[config.mk]
export PLATFORM = sky130hd
export DESIGN_NAME = ball_axis_pid_controller
export DESIGN_NICKNAME = d
export VERILOG_FILES = /design/src/rtl/core/bapid_pkg.sv /design/src/rtl/core/bapid_mul.sv /design/src/rtl/core/ball_axis_pid_controller.sv
export SDC_FILE = /design/constraint.sdc
export NUM_CORES = 2
export LEC_CHECK = 0
export CORE_ASPECT_RATIO = 1.1
export CORE_MARGIN = 5
export CORE_UTILIZATION = 40
export CTS_CLUSTER_SIZE = 16
export DETAILED_ROUTE_END_ITERATION = 6
export DONT_BUFFER_PORTS = 1
export HOLD_SLACK_MARGIN = 0.1
export PLACE_DENSITY = 0.63
export SLEW_MARGIN = 15
export SYNTH_ARGS = -nofsm -noshare
export SYNTH_HDL_FRONTEND = slang
export SYNTH_SLANG_ARGS = --single-unit
[constraint.sdc]
create_clock -name i_clk -period 17.41 [get_ports i_clk]
set_clock_uncertainty 0.15 [all_clocks]
set_input_delay 0.8705 -clock i_clk [delete_from_list [all_inputs] [get_ports i_clk]]
set_output_delay 0.8705 -clock i_clk [all_outputs]
set_load 0.1 [all_outputs]
[src/rtl/core/bapid_pkg.sv]
// Shared types and constants for the ball axis PID controller.
// Used by the top level and the shared multiplier.
`default_nettype none

package bapid_pkg;

    // Field widths
    localparam int POS_W   = 16;
    localparam int DIFF_W  = 17;   // meas - target, never wrapped
    localparam int PF_W    = 11;   // path factor, 0..1024
    localparam int EPOS_W  = 13;   // softened position error
    localparam int ESPD_W  = 18;   // softened speed error
    localparam int INTEG_W = 32;
    localparam int SUM_W   = 28;
    localparam int ANGLE_W = 9;
    localparam int ACC_W   = 18;   // filter accumulator, Q4 plus 8 fraction bits
    localparam int TICK_W  = 14;
    localparam int ALPHA_W = 9;
    localparam int CFG_IDX_W = 3;

    // Shared multiplier operand and product widths
    localparam int MUL_A_W = 24;
    localparam int MUL_B_W = 19;
    localparam int MUL_P_W = MUL_A_W + MUL_B_W;

    // Path factor divide: 2457600 / (2400 + |d|). The quotient fits 11 bits,
    // so the top bits of the numerator seed the remainder.
    localparam logic [21:0] PF_NUM    = 22'd2457600;
    localparam logic [10:0] PF_NUM_LO = PF_NUM[10:0];
    localparam logic [16:0] PF_SEED   = 17'(PF_NUM >> PF_W);
    localparam logic [16:0] PF_BASE   = 17'd2400;

    localparam logic signed [SUM_W-1:0] ANGLE_MAX = SUM_W'(240);
    localparam logic signed [SUM_W-1:0] ANGLE_MIN = -SUM_W'(240);
    localparam logic [ALPHA_W-1:0]      ALPHA_ONE = ALPHA_W'(256);

    // Register reset values
    localparam logic [15:0] RST_PROP  = 16'd1638;
    localparam logic [15:0] RST_INTEG = 16'd98;
    localparam logic [15:0] RST_DERIV = 16'd581;
    localparam logic [TICK_W-1:0]  RST_TICK  = TICK_W'(164);
    localparam logic [ALPHA_W-1:0] RST_ALPHA = ALPHA_W'(64);

    // Configuration register indexes
    typedef enum logic [CFG_IDX_W-1:0] {
        CFG_PROP_WEIGHT  = 3'd0,
        CFG_INTEG_WEIGHT = 3'd1,
        CFG_DERIV_WEIGHT = 3'd2,
        CFG_TICK_PERIOD  = 3'd3,
        CFG_FILTER_ALPHA = 3'd4,
        CFG_TARGET_POS   = 3'd5,
        CFG_TARGET_SPEED = 3'd6
    } t_cfg_idx;

    // Sequencer states
    typedef enum logic [3:0] {
        S_IDLE,
        S_PREP,
        S_DIV,
        S_MUL_EPOS,
        S_MUL_ESPD,
        S_MUL_INTEG,
        S_MUL_PROP,
        S_MUL_ITERM,
        S_MUL_DERIV,
        S_CLAMP,
        S_MUL_FILT,
        S_DONE
    } t_state;

    // Request to the shared multiplier
    typedef struct packed {
        logic               en;
        logic [MUL_A_W-1:0] a;
        logic [MUL_B_W-1:0] b;
    } t_mul_req;

endpackage

`default_nettype wire

[src/rtl/core/bapid_mul.sv]
// Shared signed multiplier with a registered product.
// Depends on bapid_pkg for operand widths and the request struct.
`default_nettype none

module bapid_mul (
    input  wire logic                  i_clk,
    input  wire bapid_pkg::t_mul_req   i_req,
    output logic [bapid_pkg::MUL_P_W-1:0] o_prod
);

    logic signed [bapid_pkg::MUL_P_W-1:0] r_prod;

    // Product loads only when a step issues a request, so it holds under stall
    always_ff @(posedge i_clk) begin
        if (i_req.en) begin
            r_prod <= $signed(i_req.a) * $signed(i_req.b);
        end
    end

    assign o_prod = r_prod;

endmodule

`default_nettype wire

[src/rtl/core/ball_axis_pid_controller.sv]
// Top level of the single-axis ball PID controller: sequencer, state and config.
// Depends on bapid_pkg and the shared multiplier bapid_mul.
`default_nettype none

// One input word (position and speed) yields one tilt word. A word is taken in
// the idle state and passes through a setup step, an 11-bit restoring divide
// for the path factor (one quotient bit per cycle), and nine steps for the
// error terms, the integral, the PID sum, the clamp and the low-pass filter,
// whose multiplies share a single registered 24x19 multiplier. The result sits
// in an output register, and a new word can be taken once it is stored there.
// Input ready is held low while a word is being worked on; if the previous
// result has not been taken, the last step waits for it, and input ready
// stays low for that long. Config writes are always taken and should be
// issued only while the block is idle.
module ball_axis_pid_controller (
    input  wire logic        i_clk,
    input  wire logic        i_rst_n,
    // input words
    input  wire logic        i_s_axis_tvalid,
    output logic             o_s_axis_tready,
    input  wire logic [31:0] i_s_axis_tdata,  // [15:0] meas_pos, [31:16] meas_speed
    input  wire logic        i_s_axis_tuser,  // [0] restart
    // result words
    output logic             o_m_axis_tvalid,
    input  wire logic        i_m_axis_tready,
    output logic [15:0]      o_m_axis_tdata,  // [8:0] tilt_angle, [15:9] zero
    // configuration writes
    input  wire logic        i_cfg_valid,
    output logic             o_cfg_ready,
    input  wire logic [bapid_pkg::CFG_IDX_W-1:0] i_cfg_index,
    input  wire logic [15:0] i_cfg_data
);

    // Configuration registers
    logic signed [15:0] r_prop_w, r_integ_w, r_deriv_w, r_tgt_pos, r_tgt_spd;
    logic [bapid_pkg::TICK_W-1:0]  r_tick;
    logic [bapid_pkg::ALPHA_W-1:0] r_alpha;

    // Sequencer and datapath registers
    bapid_pkg::t_state r_state, n_state;
    logic signed [bapid_pkg::DIFF_W-1:0]  r_d, n_d, r_ds, n_ds;
    logic [16:0]                          r_div, n_div, r_rem, n_rem;
    logic [bapid_pkg::PF_W-1:0]           r_pf, n_pf;
    logic [3:0]                           r_cnt, n_cnt;
    logic signed [bapid_pkg::EPOS_W-1:0]  r_epos, n_epos;
    logic signed [bapid_pkg::ESPD_W-1:0]  r_espd, n_espd;
    logic signed [bapid_pkg::INTEG_W-1:0] r_ei, n_ei;
    logic signed [bapid_pkg::SUM_W-1:0]   r_sum, n_sum;
    logic signed [bapid_pkg::ANGLE_W-1:0] r_x, n_x;
    logic signed [bapid_pkg::ACC_W-1:0]   r_acc, n_acc;
    logic                                 r_out_valid, n_out_valid;
    logic signed [bapid_pkg::ANGLE_W-1:0] r_tilt, n_tilt;

    bapid_pkg::t_mul_req            mul_req;
    logic [bapid_pkg::MUL_P_W-1:0]  prod;

    bapid_mul u_mul (
        .i_clk  (i_clk),
        .i_req  (mul_req),
        .o_prod (prod)
    );

    logic in_acc;
    assign o_s_axis_tready = (r_state == bapid_pkg::S_IDLE);
    assign in_acc          = i_s_axis_tvalid && o_s_axis_tready;
    assign o_cfg_ready     = 1'b1;
    assign o_m_axis_tvalid = r_out_valid;
    assign o_m_axis_tdata  = {7'd0, r_tilt};

    // Configuration write port
    always_ff @(posedge i_clk) begin
        if (!i_rst_n) begin
            r_prop_w  <= bapid_pkg::RST_PROP;
            r_integ_w <= bapid_pkg::RST_INTEG;
            r_deriv_w <= bapid_pkg::RST_DERIV;
            r_tick    <= bapid_pkg::RST_TICK;
            r_alpha   <= bapid_pkg::RST_ALPHA;
            r_tgt_pos <= '0;
            r_tgt_spd <= '0;
        end else if (i_cfg_valid && o_cfg_ready) begin
            case (bapid_pkg::t_cfg_idx'(i_cfg_index))
                bapid_pkg::CFG_PROP_WEIGHT:  r_prop_w  <= i_cfg_data;
                bapid_pkg::CFG_INTEG_WEIGHT: r_integ_w <= i_cfg_data;
                bapid_pkg::CFG_DERIV_WEIGHT: r_deriv_w <= i_cfg_data;
                bapid_pkg::CFG_TICK_PERIOD:  r_tick    <= i_cfg_data[bapid_pkg::TICK_W-1:0];
                bapid_pkg::CFG_FILTER_ALPHA: r_alpha   <= i_cfg_data[bapid_pkg::ALPHA_W-1:0];
                bapid_pkg::CFG_TARGET_POS:   r_tgt_pos <= i_cfg_data;
                bapid_pkg::CFG_TARGET_SPEED: r_tgt_spd <= i_cfg_data;
                default: ;
            endcase
        end
    end

    // State register and datapath registers
    always_ff @(posedge i_clk) begin
        if (!i_rst_n) begin
            r_state     <= bapid_pkg::S_IDLE;
            r_out_valid <= 1'b0;
            r_ei        <= '0;
            r_acc       <= '0;
        end else begin
            r_state     <= n_state;
            r_out_valid <= n_out_valid;
            r_ei        <= n_ei;
            r_acc       <= n_acc;
        end
        r_d    <= n_d;
        r_ds   <= n_ds;
        r_div  <= n_div;
        r_rem  <= n_rem;
        r_pf   <= n_pf;
        r_cnt  <= n_cnt;
        r_epos <= n_epos;
        r_espd <= n_espd;
        r_sum  <= n_sum;
        r_x    <= n_x;
        r_tilt <= n_tilt;
    end

    // Next state, datapath updates and multiplier requests
    always_comb begin
        logic [16:0]                          mag;
        logic [17:0]                          rem2;
        logic                                 ge;
        logic signed [bapid_pkg::INTEG_W:0]   integ_sum;
        logic signed [bapid_pkg::SUM_W-1:0]   sum_full;
        logic signed [bapid_pkg::ACC_W:0]     fdiff;
        logic signed [19:0]                   delta;
        logic signed [19:0]                   acc_sum;
        logic [bapid_pkg::ALPHA_W-1:0]        alpha_eff;
        logic                                 out_free;

        n_state     = r_state;
        n_d         = r_d;
        n_ds        = r_ds;
        n_div       = r_div;
        n_rem       = r_rem;
        n_pf        = r_pf;
        n_cnt       = r_cnt;
        n_epos      = r_epos;
        n_espd      = r_espd;
        n_ei        = r_ei;
        n_sum       = r_sum;
        n_x         = r_x;
        n_acc       = r_acc;
        n_tilt      = r_tilt;
        n_out_valid = r_out_valid && !i_m_axis_tready;
        mul_req     = '0;

        mag       = r_d[bapid_pkg::DIFF_W-1] ? 17'(-r_d) : 17'(r_d);
        rem2      = {r_rem, bapid_pkg::PF_NUM_LO[r_cnt]};
        ge        = (rem2 >= {1'b0, r_div});
        integ_sum = 33'(r_ei) + 33'($signed(prod[26:4]));
        sum_full  = r_sum + 28'($signed(prod[33:10]));
        // x*256 is signed, so it is sign-extended before the subtract
        fdiff     = 19'($signed({r_x, 8'd0})) - 19'(r_acc);
        delta     = $signed(prod[27:8]);
        acc_sum   = 20'(r_acc) + delta;
        alpha_eff = (r_alpha > bapid_pkg::ALPHA_ONE) ? bapid_pkg::ALPHA_ONE : r_alpha;
        out_free  = !r_out_valid || i_m_axis_tready;

        case (r_state)
            // Take a word: form the 17-bit differences, clear filter on restart
            bapid_pkg::S_IDLE: begin
                if (in_acc) begin
                    n_d  = 17'($signed(i_s_axis_tdata[15:0])) - 17'(r_tgt_pos);
                    n_ds = 17'($signed(i_s_axis_tdata[31:16])) - 17'(r_tgt_spd);
                    if (i_s_axis_tuser) begin
                        n_acc = '0;
                    end
                    n_state = bapid_pkg::S_PREP;
                end
            end
            // Divisor and divide seed
            bapid_pkg::S_PREP: begin
                n_div   = bapid_pkg::PF_BASE + mag;
                n_rem   = bapid_pkg::PF_SEED;
                n_pf    = '0;
                n_cnt   = 4'(bapid_pkg::PF_W - 1);
                n_state = bapid_pkg::S_DIV;
            end
            // One quotient bit per cycle, MSB first
            bapid_pkg::S_DIV: begin
                n_rem = ge ? 17'(rem2 - {1'b0, r_div}) : rem2[16:0];
                n_pf  = {r_pf[bapid_pkg::PF_W-2:0], ge};
                n_cnt = r_cnt - 4'd1;
                if (r_cnt == 4'd0) begin
                    n_state = bapid_pkg::S_MUL_EPOS;
                end
            end
            bapid_pkg::S_MUL_EPOS: begin
                mul_req = '{en: 1'b1, a: 24'(r_d), b: 19'({1'b0, r_pf})};
                n_state = bapid_pkg::S_MUL_ESPD;
            end
            bapid_pkg::S_MUL_ESPD: begin
                n_epos  = prod[22:10];
                mul_req = '{en: 1'b1, a: 24'(r_ds), b: 19'({1'b0, r_pf})};
                n_state = bapid_pkg::S_MUL_INTEG;
            end
            bapid_pkg::S_MUL_INTEG: begin
                n_espd  = prod[27:10];
                mul_req = '{en: 1'b1, a: 24'(r_epos), b: 19'({1'b0, r_tick})};
                n_state = bapid_pkg::S_MUL_PROP;
            end
            // Saturating integral update
            bapid_pkg::S_MUL_PROP: begin
                if (integ_sum[32] != integ_sum[31]) begin
                    n_ei = integ_sum[32] ? {1'b1, 31'd0} : {1'b0, {31{1'b1}}};
                end else begin
                    n_ei = integ_sum[31:0];
                end
                mul_req = '{en: 1'b1, a: 24'(r_epos), b: 19'(r_prop_w)};
                n_state = bapid_pkg::S_MUL_ITERM;
            end
            bapid_pkg::S_MUL_ITERM: begin
                n_sum   = 28'($signed(prod[28:14]));
                mul_req = '{en: 1'b1, a: r_ei[31:8], b: 19'(r_integ_w)};
                n_state = bapid_pkg::S_MUL_DERIV;
            end
            bapid_pkg::S_MUL_DERIV: begin
                n_sum   = r_sum + 28'($signed(prod[39:14]));
                mul_req = '{en: 1'b1, a: 24'(r_espd), b: 19'(r_deriv_w)};
                n_state = bapid_pkg::S_CLAMP;
            end
            // Limit the PID sum to plus or minus 15 degrees
            bapid_pkg::S_CLAMP: begin
                if (sum_full > bapid_pkg::ANGLE_MAX) begin
                    n_x = bapid_pkg::ANGLE_MAX[8:0];
                end else if (sum_full < bapid_pkg::ANGLE_MIN) begin
                    n_x = bapid_pkg::ANGLE_MIN[8:0];
                end else begin
                    n_x = sum_full[8:0];
                end
                n_state = bapid_pkg::S_MUL_FILT;
            end
            bapid_pkg::S_MUL_FILT: begin
                mul_req = '{en: 1'b1, a: 24'(fdiff), b: 19'({1'b0, alpha_eff})};
                n_state = bapid_pkg::S_DONE;
            end
            // Filter update and hand-off to the output register
            bapid_pkg::S_DONE: begin
                if (out_free) begin
                    n_acc       = acc_sum[bapid_pkg::ACC_W-1:0];
                    n_tilt      = acc_sum[16:8];
                    n_out_valid = 1'b1;
                    n_state     = bapid_pkg::S_IDLE;
                end
            end
            default: begin
                n_state = bapid_pkg::S_IDLE;
            end
        endcase
    end

endmodule

`default_nettype wire

# --- Word level (Yosys, flattened, before mapping) ---
# Memory sizes are Yosys's and may differ from the RTL's. A register that Yosys moved wholly into a read port is not among the register bits.
# Cells that the tools add are included.
word_totals:
  rom_bits: 16
  ff_bits: 358
  wordCells: 110
  memories: 1
memory_table:
  columns: ["memory", "words", "word_bits", "rd", "rd_clocked_by_memory_dff", "write_ports", "line_no", "source"]
  rows:
  - ["(no name shown)", 16, 1, 1, 1, 0, "ball_axis_pid_controller.sv:151", "rem2 = {r_rem, bapid_pkg::PF_NUM_LO[r_cnt]};"]
classes:
  n_mux: 23
  eq_ne: 22
  n_mul: 1
  reduce_logical: 23
  n_lt_le_gt_ge: 5
  add_sub_neg: 11
ops:
  columns: ["operator", "n"]
  rows:
  - ["44-bit case mux with 7 select lines", 1]
  - ["32-bit 2-to-1 mux", 2]
  - ["28-bit case mux with 2 select lines", 1]
  - ["18-bit 2-to-1 mux", 3]
  - ["4-bit case mux with 12 select lines", 1]
  - ["24-bit by 19-bit multiplier with 40-bit output", 1]
  - ["18-bit case mux with 2 select lines", 1]
  - ["17-bit 2-to-1 mux", 2]
  - ["17-bit case mux with 2 select lines", 1]
  - ["16-bit by 16-bit subtractor with 17-bit output", 2]
  - ["32-bit by 23-bit adder with 33-bit output", 1]
  - ["28-bit by 24-bit adder with 28-bit output", 1]
  - ["28-bit by 26-bit adder with 28-bit output", 1]
  - ["28-bit by 9-bit greater-than comparator with 1-bit output, second input constant", 1]
  - ["28-bit by 9-bit less-than comparator with 1-bit output, second input constant", 1]
  - ["11-bit case mux with 2 select lines", 1]
  - ["17-bit by 18-bit subtractor with 19-bit output", 1]
  - ["18-bit adder", 1]
  - ["18-bit by 17-bit >= comparator with 1-bit output", 1]
  - ["9-bit 2-to-1 mux", 2]
  - ["2-bit AND reduction", 9]
  - ["12-bit by 17-bit adder with 17-bit output, first input constant", 1]
  - ["17-bit negation", 1]
  - ["17-bit subtractor", 1]
  - ["25 further kinds", 47]

# --- Logic depth before layout (Yosys ltp) ---
logic_depth:
  word_depth: 5
  ltp_mapped: 37
  depth_no_buf: 35

# --- Hierarchy ---
# From an unflattened synthesis, not the netlist that was laid out.
hier_totals:
  hier_cells: 4269
  hier_area_um2: 38958.6
modules_own_cells:
  columns: ["mod", "n_inst", "cells_each", "area_per_inst_um2", "seq_area_each_um2"]
  rows:
  - ["ball_axis_pid_controller", 1, 2447, 21301.7, 7967.6]
  - ["bapid_mul", 1, 1822, 17656.9, 1291.2]

# --- Worst setup path after synthesis ---
# No wires, ideal clock.
synth_timing:
  path_type: "register -> register"
  startpoint: "reg r_state[2]"
  endpoint: "reg u_mul.r_prod, in the netlist u_mul.o_prod[38] (data pin)"
  n_path_buf: 4
  path_slack_ns: 8.392
  stages_incl_launch_ff: 33
  setup_time_ns: 0.258
  arrival_ns: 8.610
  t_required_ns: 17.002
  synth_period_minus_slack_ns: 9.018
  cell_sequence: "dfxtp_1 -> clkbuf_1 -> nand2b_1 -> clkbuf_1 -> nor3_1 -> clkbuf_1 -> a22oi_1 -> o2111ai_1 -> clkbuf_1 -> nand2_1 -> fa_1 -> inv_1 -> fa_1 -> inv_1 -> fa_1 -> inv_1 -> fa_1 -> fa_1 -> inv_1 -> fa_1 -> inv_1 -> ha_1 -> ha_1 -> o21a_1 -> and3_1 -> a211o_1 -> o31a_1 -> o22ai_2 -> o21ai_2 -> a311o_1 -> a31o_1 -> a21oi_1 -> xnor2_1"
synth_between:
  elab_chain_len: 3
  elab_cells_between_ends: 9
  classes_between: "mul: 1; eq/ne: 7; mux: 1"
synth_lines:
  columns: ["item", "line_no", "source"]
  rows:
  - ["start, declared", "ball_axis_pid_controller.sv:40", "bapid_pkg::t_state r_state, n_state;"]
  - ["start signal, assigned", "ball_axis_pid_controller.sv:97", "r_state <= bapid_pkg::S_IDLE;"]
  - ["start signal, assigned", "ball_axis_pid_controller.sv:102", "r_state <= n_state;"]
  - ["4-bit equality test (tied with other cells)", "ball_axis_pid_controller.sv:162", "case (r_state)"]
  - ["44-bit case mux with 7 select lines (*)", "ball_axis_pid_controller.sv:162", null]
  - ["24-bit by 19-bit multiplier with 40-bit output (*)", "bapid_mul.sv:16", "r_prod <= $signed(i_req.a) * $signed(i_req.b);"]
  - ["end signal, assigned", "bapid_mul.sv:16", null]
  - ["end, declared", "bapid_mul.sv:11", "logic signed [bapid_pkg::MUL_P_W-1:0] r_prod;"]
# Every way passes the cells marked *; elsewhere a longest branch is shown, timed or not.
# A chain may end at the register's enable or synchronous reset.

# --- Worst setup path in the final report ---
layout_timing:
  startpoint: "reg r_state[3]"
  endpoint: "reg u_mul.r_prod, in the netlist u_mul.o_prod[38] (data pin)"
# The elaborated chain is that of the path after synthesis.

==> results.py <==
metrics = {
    "yosys": {
        "synth-seq-area-share_pct": 24.43,
        "synth_edf_count": 196,
        "avgSynthCellArea_um2": 9.113,
        "synthFlopType": "edfxtp_1",
        "synth.distinct_cells": 86,
        "syn_area_um2": 37050,
        "synth_commonest_cells": "nand2_1, inv_1, fa_1",
        "ys_top_cells_by_area": "fa_1, edfxtp_1, ha_1, dfxtp_1, nand2_1",
        "synth_async_sr_flop_share_pct": 0,
        "synth-seq-cells": 354,
        "synth_top_area_share_pct": 23.67,
        "synth_cells": 4065,
        "synth_most_common_cell": "nand2_1",
        "yosys_warnings": 0,
        "synth_top_area_cell": "fa_1",
    },
    "setup_path": {
        "cp.required_ps": 17600,
        "cp_top_family": "adder cells",
        "ff2ff_path_depth": 31,
        "setup.worst_path.start": "r_state[3]",
        "critPathBufInv": 6,
        "worstPathMaxFanout": 31,
        "path_class": "register to register",
        "cp-start-kind": "register",
        "slowest_stage": "nand3_1",
        "endpoint_kind": "register",
        "crit_arrival_ps": 10420,
        "r2r-end": "u_mul.o_prod[38]",
        "critical-path-max-stage-delay_ps": 880,
        "r2r-start": "r_state[3]",
        "r2r_slack_ps": 7180,
    },
    "global_route": {
        "grt-ovfl-total": 0,
        "grt_pass1_vias": 28729,
        "grt_max_degree": 159,
        "grt_pass1_wl_mm": 170.1,
        "track_usage_pct": 22.20,
        "antenna_found_initial": 7,
    },
    "worst_hold_path": {
        "min_delay_path_depth": 2,
        "min_from": "i_cfg_data[10]",
        "hp-class": "input pin to register",
        "hold_end": "r_prop_w[10]",
    },
    "final_layout": {
        "nFillCells": 8966,
        "fin_nets": 4785,
        "area_growth_pct": 7.744,
        "final_cell_area_um2": 39910,
        "drive_gt1_share_pct": 4.377,
        "fin_util_pct": 43.28,
    },
    "timing": {
        "finalMaxSlewViolations": 0,
        "min_period_ps": 10230,
        "maxSlewHeadroom_pct": 18.21,
        "worstMarginPinSlew_ps": 1223,
        "fmax_mhz": 97.73,
        "rsz0062_at_grt": "false",
        "tns_ps": 0,
        "hold_viol": 0,
        "setup_violations": 0,
        "period_share_pct": 58.77,
    },
    "clocking": {
        "clk_path_buf_depth": 3,
        "post_cts_resized": 0,
        "cts_hold_buf": 0,
        "worstSkewPairLatency_ps": 590,
        "cts.htree.levels": 2,
        "clk_pin_slew_ps": 70,
        "tritoncts": "done",
        "cts_buffers": 42,
        "clkSinkCount": 354,
        "postCtsSetupRepairBufs": 0,
        "root_buffer": "clkbuf_16",
    },
    "die": {
        "core-area_um2": 92230,
        "rows": 117,
        "die_w_um": 300.2,
        "die_h_um": 329.2,
        "io_pins": 76,
        "start_util_pct": 40.17,
        "dieArea_um2": 98810,
    },
    "power_and_ir_drop": {
        "cellLeakagePower_nw": 17.95,
        "cellPowerDensity_nw_per_um2": 111.0,
        "ir_drop_mv": 0.07194,
        "p_int_mw": 2.456,
        "total_power_mw": 4.431,
        "clock_power_share_pct": 21.2,
        "combPwrFrac_pct": 49.0,
        "switching_power_mw": 1.974,
        "p_sw_share_pct": 44.56,
        "seqPwrFrac_pct": 29.8,
    },
    "place": {
        "place_congestion": 0.9074,
        "io_buffers": 0,
        "place_hpwl_mm": 82.90,
        "place_area_um2": 38460,
    },
    "routing": {
        "drt_iter0_markers": 2419,
        "totalWireLength_mm": 110.1,
        "post_drt_via_cell_ratio": 5.532,
        "drc": 0,
        "num_vias": 28979,
        "postRouteAntennaNets": 0,
        "dr.pass1.iters": 6,
        "wl_per_cell_um": 21.03,
    },
    "outcome": {
        "status": "finished clean",
    },
    "flow_run": {
        "maxCapViolCount": 0,
    },
}
==> logic make-up (layout without fill, tap and decap cells) <==
family	Yosys count	count (layout)	share of synthesized area, %
AOI/OAI and AO/OA	772	772	14.00
other	2	12	0.02027
buffers and inverters	753	726	7.778
muxes	14	14	0.3952
adders and majority gates	748	748	33.93
and+or+nand+nor	1220	1220	14.68
xor gates and xnor gates	202	202	4.776
DFF	354	354	24.43
==> flip-flops by register name (all words and copies together), names as in the netlist, 18 cells and up <==
name          flops
u_mul.o_prod     36
r_ei             32
r_sum            28
r_acc            18
r_espd           18
==> how the worst max path moves through the flow <==
stage / slack (ps) / cells after the start / endpoint
3_5_place_dp: 7280 / 31 / u_mul.o_prod[38]
6_report: 7180 / 31 / u_mul.o_prod[38]
5_1_grt: 6660 / 31 / u_mul.o_prod[38]
4_1_cts: 7240 / 31 / u_mul.o_prod[38]
2_1_floorplan: 8390 / 32 / u_mul.o_prod[38]
3_3_place_gp: 7430 / 31 / u_mul.o_prod[38]
==> cells in the final DEF (no fill, tap or decap), drive strengths merged, types with 11 or more instances in the layout <==
| cell type | count |
|---|---|
| a21boi | 103 |
| buf | 55 |
| inv | 599 |
| maj3 | 31 |
| nand2 | 640 |
| mux2i | 12 |
| ha | 279 |
| o211ai | 11 |
| or2 | 12 |
| and3 | 16 |
| a21oi | 173 |
| nor2 | 223 |
| a31oi | 13 |
| a221o | 16 |
| or3 | 19 |
| nand4 | 15 |
| nor2b | 53 |
| nor3 | 49 |
| clkinv | 14 |
| nand3 | 55 |
| and2 | 67 |
| xor2 | 77 |
| a22oi | 66 |
| o21a | 27 |
| clkbuf | 53 |
| fa | 438 |
| xnor2 | 125 |
| a221oi | 12 |
| o21ai | 144 |
| a21o | 64 |
| edfxtp | 196 |
| a211oi | 20 |
| nand2b | 27 |
| o21bai | 27 |
| o31ai | 13 |
| dfxtp | 158 |
==> through the flow <==
step | setup WS, ps | std cells | hold WS [ps]
5_1_grt | 6657 | 5236 | 244.1
3_3_place_gp | 7428 | 5157 | 299.1
3_5_place_dp | 7284 | 5157 | 304.6
6_report | 7178 | 5238 | 262.3
4_1_cts | 7244 | 5234 | 218.9
2_1_floorplan | 8392 | 4071 | 290.6
==> worst reg2reg max path, delay by kind of cell (launching register included) <==
kind	cells	cell delay (ps)
AND/OR/NAND/NOR	6	2460
flip-flops	1	590
buffers and inverters	6	510
adder cells (fa/ha/maj)	8	3440
XOR/XNOR	1	90
AO/OA/AOI/OAI	10	2760
==> final cells by class <==
cell class	count	area [um^2]	area share (%)
Tap cell	1190	1489	3.730
Timing Repair Buffer	55	432.9	1.085
Clock buffer	53	1185	2.969
Antenna cell	4	10.01	0.02508
Sequential cell	354	9049	22.67
Multi-Input combinational cell	2964	25260	63.27
Inverter	594	2230	5.586
Clock inverter	24	264.0	0.6614
==> routing by layer <==
| metal | wire [um] | share of wire, % | global-route usage [%] | vias to the layer above |
|---|---|---|---|---|
| met1 | 45180 | 41 | 29.18 | 14335 |
| met3 | 8474 | 7.7 | 3.994 | 247 |
| met4 | 4981 | 4.5 | 9.272 | 4 |
| li1 | - | - | - | 13296 |
| met2 | 51480 | 47 | 36.35 | 1097 |
| met5 | 27 | 0.025 | 0 | - |
==> power by group through the flow <==
stage	logic (mW)	clock network, mW	registers [mW]
2_1_floorplan	1.57	0	1.21
3_3_place_gp	2.12	0	1.33
3_5_place_dp	2.14	0	1.33
4_1_cts	2.16	0.953	1.31
5_1_grt	2.39	0.988	1.33
6_report	2.17	0.938	1.32
Power figures use the tool's default switching activity.
